<file path="src/hdl/kmst_pkg.sv">
// ----------------------------------------------------------------------------
// kmst_pkg
// Shared constants and controller/datapath interface types for the
// minimum spanning cost block.
// ----------------------------------------------------------------------------
`default_nettype none

package kmst_pkg;

    localparam int DEF_MAX_VERTICES = 1024;
    localparam int DEF_MAX_EDGES    = 4096;
    localparam int DEF_WEIGHT_BITS  = 16;

    localparam int NV_W     = 11;
    localparam int VTX_W    = 11;
    localparam int WIN_W    = 16;
    localparam int COST_W   = 32;
    localparam int TAKEN_W  = 10;

    localparam logic [NV_W-1:0] NV_RESET = 11'd1024;

    typedef struct packed {
        logic load;
        logic init_start;
        logic init_step;
        logic blk_setup;
        logic m_step;
        logic blk_next;
        logic pass_end;
        logic k_start;
        logic k_latch;
        logic f_step;
        logic c_start;
        logic c_step;
        logic f_second;
        logic unite;
        logic j_next;
        logic emit;
    } kmst_cmd_t;

    typedef struct packed {
        logic init_done;
        logic empty;
        logic blk_lt_n;
        logic width_lt_n;
        logic merge_last;
        logic j_last;
        logic edge_skip;
        logic par_self;
        logic par_root;
        logic sel;
        logic tree_full;
    } kmst_sts_t;

endpackage

`default_nettype wire

</file>
<file path="src/hdl/kmst_ctrl.sv">
// ----------------------------------------------------------------------------
// kmst_ctrl
// Sequencer: load, parent table init, merge sort passes, union-find walk.
// ----------------------------------------------------------------------------
`default_nettype none

module kmst_ctrl
    import kmst_pkg::*;
(
    input  wire logic      clk,
    input  wire logic      rst_n,
    input  wire logic      start,
    input  wire logic      last_edge,
    input  wire kmst_sts_t sts,
    output kmst_cmd_t      cmd,
    output logic           busy,
    output logic           done
);

    typedef enum logic [14:0] {
        S_IDLE  = 15'b000000000000001,
        S_INIT  = 15'b000000000000010,
        S_SETUP = 15'b000000000000100,
        S_M_RD  = 15'b000000000001000,
        S_M_CMP = 15'b000000000010000,
        S_BLK   = 15'b000000000100000,
        S_PASS  = 15'b000000001000000,
        S_K_RD  = 15'b000000010000000,
        S_K_CHK = 15'b000000100000000,
        S_F_RD  = 15'b000001000000000,
        S_F_CHK = 15'b000010000000000,
        S_C_RD  = 15'b000100000000000,
        S_C_CHK = 15'b001000000000000,
        S_UNION = 15'b010000000000000,
        S_EMIT  = 15'b100000000000000
    } kmst_state_t;

    kmst_state_t state_reg, state_next;

    always_ff @(posedge clk or negedge rst_n)
    begin
        if (!rst_n)
        begin
            state_reg <= S_IDLE;
        end
        else
        begin
            state_reg <= state_next;
        end
    end

    assign busy = (state_reg != S_IDLE);
    assign done = (state_reg == S_EMIT);

    always_comb
    begin
        cmd        = '0;
        state_next = state_reg;
        case (state_reg)
            S_IDLE:
            begin
                cmd.load = start;
                if (start && last_edge)
                begin
                    cmd.init_start = 1'b1;
                    state_next     = S_INIT;
                end
            end
            S_INIT:
            begin
                if (!sts.init_done)
                begin
                    cmd.init_step = 1'b1;
                end
                else if (sts.empty)
                begin
                    state_next = S_EMIT;
                end
                else
                begin
                    state_next = S_PASS;
                end
            end
            S_SETUP:
            begin
                cmd.blk_setup = 1'b1;
                state_next    = S_M_RD;
            end
            S_M_RD:
            begin
                state_next = S_M_CMP;
            end
            S_M_CMP:
            begin
                cmd.m_step = 1'b1;
                if (sts.merge_last)
                begin
                    cmd.blk_next = 1'b1;
                    state_next   = S_BLK;
                end
                else
                begin
                    state_next = S_M_RD;
                end
            end
            S_BLK:
            begin
                if (sts.blk_lt_n)
                begin
                    state_next = S_SETUP;
                end
                else
                begin
                    cmd.pass_end = 1'b1;
                    state_next   = S_PASS;
                end
            end
            S_PASS:
            begin
                if (sts.width_lt_n)
                begin
                    state_next = S_SETUP;
                end
                else
                begin
                    cmd.k_start = 1'b1;
                    state_next  = S_K_RD;
                end
            end
            S_K_RD:
            begin
                state_next = S_K_CHK;
            end
            S_K_CHK:
            begin
                cmd.k_latch = 1'b1;
                if (!sts.edge_skip)
                begin
                    state_next = S_F_RD;
                end
                else if (sts.j_last)
                begin
                    state_next = S_EMIT;
                end
                else
                begin
                    cmd.j_next = 1'b1;
                    state_next = S_K_RD;
                end
            end
            S_F_RD:
            begin
                state_next = S_F_CHK;
            end
            S_F_CHK:
            begin
                if (sts.par_self)
                begin
                    cmd.c_start = 1'b1;
                    state_next  = S_C_RD;
                end
                else
                begin
                    cmd.f_step = 1'b1;
                    state_next = S_F_RD;
                end
            end
            S_C_RD:
            begin
                state_next = S_C_CHK;
            end
            S_C_CHK:
            begin
                if (!sts.par_root)
                begin
                    cmd.c_step = 1'b1;
                    state_next = S_C_RD;
                end
                else if (!sts.sel)
                begin
                    cmd.f_second = 1'b1;
                    state_next   = S_F_RD;
                end
                else
                begin
                    state_next = S_UNION;
                end
            end
            S_UNION:
            begin
                cmd.unite = 1'b1;
                if (sts.tree_full || sts.j_last)
                begin
                    state_next = S_EMIT;
                end
                else
                begin
                    cmd.j_next = 1'b1;
                    state_next = S_K_RD;
                end
            end
            S_EMIT:
            begin
                cmd.emit   = 1'b1;
                state_next = S_IDLE;
            end
            default:
            begin
                state_next = S_IDLE;
            end
        endcase
    end

endmodule

`default_nettype wire

</file>
<file path="config.mk">
export PLATFORM = sky130hd
export DESIGN_NAME = kmst_ctrl
export DESIGN_NICKNAME = d
export VERILOG_FILES = /design/src/hdl/kmst_pkg.sv /design/src/hdl/kmst_ctrl.sv
export SDC_FILE = /design/constraint.sdc
export NUM_CORES = 1
export LEC_CHECK = 0
export BUFFER_PORTS_ARGS = -buffer_cell sky130_fd_sc_hd__buf_2
export CAP_MARGIN = 20
export CORE_MARGIN = 1
export CORE_UTILIZATION = 49
export CTS_BUF_LIST = sky130_fd_sc_hd__clkbuf_16
export DETAILED_ROUTE_END_ITERATION = 10
export PLACE_DENSITY = 0.75
export SETUP_SLACK_MARGIN = 0.02
export SLEW_MARGIN = 25
export SYNTH_ARGS = -nofsm -noshare
export SYNTH_HDL_FRONTEND = slang
export SYNTH_SLANG_ARGS = --single-unit
</file>
<file path="constraint.sdc">
create_clock -name clk -period 2.8 [get_ports clk]
set_input_delay 0.56 -clock clk [delete_from_list [all_inputs] [get_ports clk]]
set_output_delay 0.56 -clock clk [all_outputs]
set_load 0.02 [all_outputs]
</file>
==> After elaboration in Yosys (flattened, before gate mapping) <==
Index checks and enable logic that the tools add are counted.
{ "totals": {"regBits": 15} }
{ "classes": {"n_eq_ne": 18, "muxes": 38, "n_reduce_logical": 3} }
{ "op_table": {"columns": ["operator", "count"], "rows": [
  ["$pmux 15 s14", 1],
  ["$mux 15", 7],
  ["$mux 1", 20],
  ["$eq 15x1->1 const B", 1],
  ["$eq 15x10->1 const B", 1],
  ["$eq 15x11->1 const B", 1],
  ["$eq 15x12->1 const B", 1],
  ["$eq 15x13->1 const B", 1],
  ["$eq 15x14->1 const B", 1],
  ["$eq 15x15->1 const B", 1],
  ["$eq 15x2->1 const B", 1],
  ["$eq 15x3->1 const B", 1],
  ["$eq 15x4->1 const B", 1],
  ["$eq 15x5->1 const B", 1],
  ["$eq 15x6->1 const B", 1],
  ["$eq 15x7->1 const B", 1],
  ["$eq 15x8->1 const B", 1],
  ["$eq 15x9->1 const B", 1],
  ["$ne 15x1->1 const B", 1],
  ["$mux 14", 1],
  ["$mux 12", 1],
  ["$mux 2", 4],
  ["$mux 8", 1],
  ["$mux 7", 1],
  ["other kinds (6)", 7]
]} }

==> Logic depth before layout (Yosys ltp) <==
{ "depth": {"ltp_word": 3, "ltp_mapped": 7} }

==> Worst setup path before layout <==
No wires, ideal clock.
{ "synth_timing": {"path_type": "reg2out", "from": "reg state_reg[7]", "to": "out cmd[10] (netlist name)", "arrival_ns": 2.186, "t_required_ns": 2.240, "setup_slack_ns": 0.054, "path_stages_with_launch": 5, "cell_sequence": "dfrtp_1 -> nor4_2 -> nand2_1 -> nor4_1 -> and2_1"} }
{ "synth_lines": {"columns": ["item", "line", "rtl"], "rows": [
  ["start: declaration", "kmst_ctrl.sv:38", "kmst_state_t state_reg, state_next;"],
  ["start signal: assignment", "kmst_ctrl.sv:48", "state_reg <= state_next;"],
  ["end: declaration", "kmst_ctrl.sv:15", "output kmst_cmd_t cmd,"]
]} }

==> impl_metrics.py <==
metrics = {
    "outcome": {
        "status": "complete, no violations",
    },
    "synthesis": {
        "synth.most_common_cell": "nor2_1",
        "ys.flop_type": "dfrtp_1",
        "synthDistinctLibCells": 37,
        "seq_area_frac_synth": 0.367,
        "syn_inst": 119,
        "yosysTopAreaCell": "dfrtp_1",
        "synth_nets": 134,
        "ys_ff_latch": 15,
        "synth_edf_count": 0,
        "synth_commonest_cells": "nor2_1, dfrtp_1, nand2_1",
        "synth_area_leaders": "dfrtp_1, nor2_1, nand2_1",
        "async_reset_ff_frac": 1.00,
        "ys_warn_count": 0,
        "synth_top_area_share": 0.341,
        "avgSynthCellArea_um2": 8.63,
        "synth_area_um2": 1030,
    },
    "pwr": {
        "power.internal_w": 0.000534,
        "pwr-share-clk": 0.342,
        "switching_share": 0.328,
        "p_total_w": 0.000794,
        "p_switching_w": 0.000260,
        "vdd_ir_drop_max_mv": 0.457,
        "p_per_area_nw_per_um2": 579,
        "p_leak_nw": 0.728,
        "pwr-share-seq": 0.334,
        "combPwrFrac": 0.324,
    },
    "worst_setup_path": {
        "regToRegSetupSlack_ns": 0.79,
        "arrival_ns": 2.14,
        "r2r-start": "state_reg[9]",
        "cp_max_fo": 7,
        "r2r_cells": 6,
        "worstSetupPathType": "reg -> out",
        "start_kind": "register",
        "endpoint_kind": "output port",
        "required_ns": 2.24,
        "worst_r2r_endpoint": "state_reg[0]",
    },
    "sta": {
        "finalHoldViolCount": 0,
        "setup_viol": 0,
        "worstMarginPinSlew_ns": 0.484,
        "rsz0062_at_grt": "no",
        "layout_min_cycle_time_ns": 2.70,
        "fin_skew_ns": 0.00212,
        "fmax_ghz": 0.370,
        "setup_tns_ns": 0,
        "slew_violations": 0,
        "finalCritPeriodShare": 0.964,
        "whs_ns": 0.216,
        "maxSlewHeadroom": 0.669,
    },
    "clocking": {
        "clock-root-buffer": "clkbuf_16",
        "clkSinkCount": 15,
        "clock_latency_ns": 0.24,
        "cts_tree": "done",
        "cts_buffers": 3,
        "clk_pin_slew_worst_paths_ns": 0.05,
        "cts_max_path_buffers": 2,
        "htree_levels": 1,
    },
    "layout": {
        "nets": 175,
        "layout-drive-gt1-share": 0.384,
        "area_growth_pct": 33.5,
        "fillers": 171,
        "antennaDiodeCount": 0,
        "largest_register_ffs": 15,
    },
    "die": {
        "placementRows": 16,
        "die_y_um": 47.8,
        "die_area_um2": 2280,
        "start_util": 0.524,
        "core_area_um2": 1960,
        "fp.dieW_um": 47.8,
        "io-pin-count": 33,
    },
    "run": {
        "maxCapViolations": 0,
    },
    "global_route": {
        "gr-total-overflow": 0,
        "grt_max_degree": 16,
        "grt.total_usage": 0.247,
        "grt_pass1_wl_um": 3910,
        "antenna_found_initial": 0,
        "grt_pass1_vias": 933,
    },
    "place": {
        "place.gp.congestion": 0.897,
        "port_buffers": 32,
        "hpwl_um": 1950,
    },
    "drt": {
        "vias": 1100,
        "drc_errors": 0,
        "wirelength_um": 2730,
        "drtIter0Drc": 30,
        "first_pass_iters": 4,
        "antenna_left": 0,
        "wl_per_cell_um": 14.7,
        "avgViaCountPerCell": 5.91,
    },
    "hold_path": {
        "hp-class": "in -> async",
    },
}
## what timing repair did
action,4_1_cts,5_1_grt
hold buffers,0,0
setup endpoints to repair,0,7
gates resized for setup,0,10
setup buffers,0,4
## cells by family (layout without fill, tap and decap cells)
| kind of cell | count (synthesis) | in the layout | synth area share |
|---|---|---|---|
| xor gates and xnor gates | 3 | 3 | 0.0256 |
| and+or+nand+nor | 75 | 75 | 0.448 |
| AOI/OAI and AO/OA | 16 | 16 | 0.107 |
| muxes | 2 | 2 | 0.0195 |
| DFF | 15 | 15 | 0.367 |
| buffers and inverters | 8 | 48 | 0.0329 |
## layout make-up
| cell class | count | area [um^2] | share of cell area |
|---|---|---|---|
| inverter | 6 | 22.5 | 0.0164 |
| clock buffer | 3 | 75.1 | 0.0547 |
| multi-input combinational | 96 | 647 | 0.472 |
| tap | 27 | 33.8 | 0.0246 |
| sequential | 15 | 382 | 0.278 |
| clock inverter | 1 | 3.75 | 0.00274 |
| timing repair buffer | 38 | 208 | 0.151 |
## worst max-delay path: stages (launching register included)
cell,delay [ns]
dfrtp_2,0.45
nor4_4,0.32
buf_4,0.20
nand2_1,0.10
or4_4,0.55
nor2_1,0.10
buf_2,0.17
## power groups by stage
stage / combinational [W] / clock [W] / sequential, W
floorplan: 0.000164 / 0 / 0.000250
global placement: 0.000220 / 0 / 0.000261
detailed placement: 0.000224 / 0 / 0.000261
CTS: 0.000226 / 0.000273 / 0.000258
global route: 0.000284 / 0.000287 / 0.000267
finish: 0.000258 / 0.000272 / 0.000265
## worst max path at each step
stage            startpoint      end  slack (ns)  depth (start not counted)
2_1_floorplan  state_reg[7]  cmd[10]        0.05                          4
3_3_place_gp   state_reg[1]   cmd[3]        0.37                          5
3_5_place_dp   state_reg[1]   cmd[3]        0.33                          5
4_1_cts        state_reg[8]   cmd[3]        0.02                          5
5_1_grt        state_reg[9]   cmd[3]        0.02                          5
6_report       state_reg[9]   cmd[9]        0.10                          6
## metal layers
metal,up-vias,part of all wire,global-route usage
met5,-,0,0
met4,0,0.026,0.128
met3,9,0.058,0.0604
met2,48,0.50,0.408
met1,524,0.41,0.296
li1,519,-,-
## stage by stage
stage,instances,worst slack (ns),utilization,cell area (um^2)
2_1_floorplan,119,0.0540,-,1030
3_3_place_gp,178,0.374,0.624,1220
3_5_place_dp,178,0.334,0.624,1220
4_1_cts,182,0.0216,0.665,1300
5_1_grt,186,0.0200,0.699,1370
6_report,186,0.100,0.699,1370
## cell usage in the layout, fill, tap and decap left out, drive strengths merged, types with 2 or more instances in the layout
cell     n
nor3     6
a21oi    4
inv      7
buf     38
nor4bb   3
nand3    3
and2     3
nor2    23
dfrtp   14
nand4    5
nand2b   3
xor2     3
clkbuf   3
a21o     2
o22ai    4
nand4b   2
mux2i    2
nor4b    3
nor4     5
or2      3
nand2   10
(Power assumes the default switching activity.)
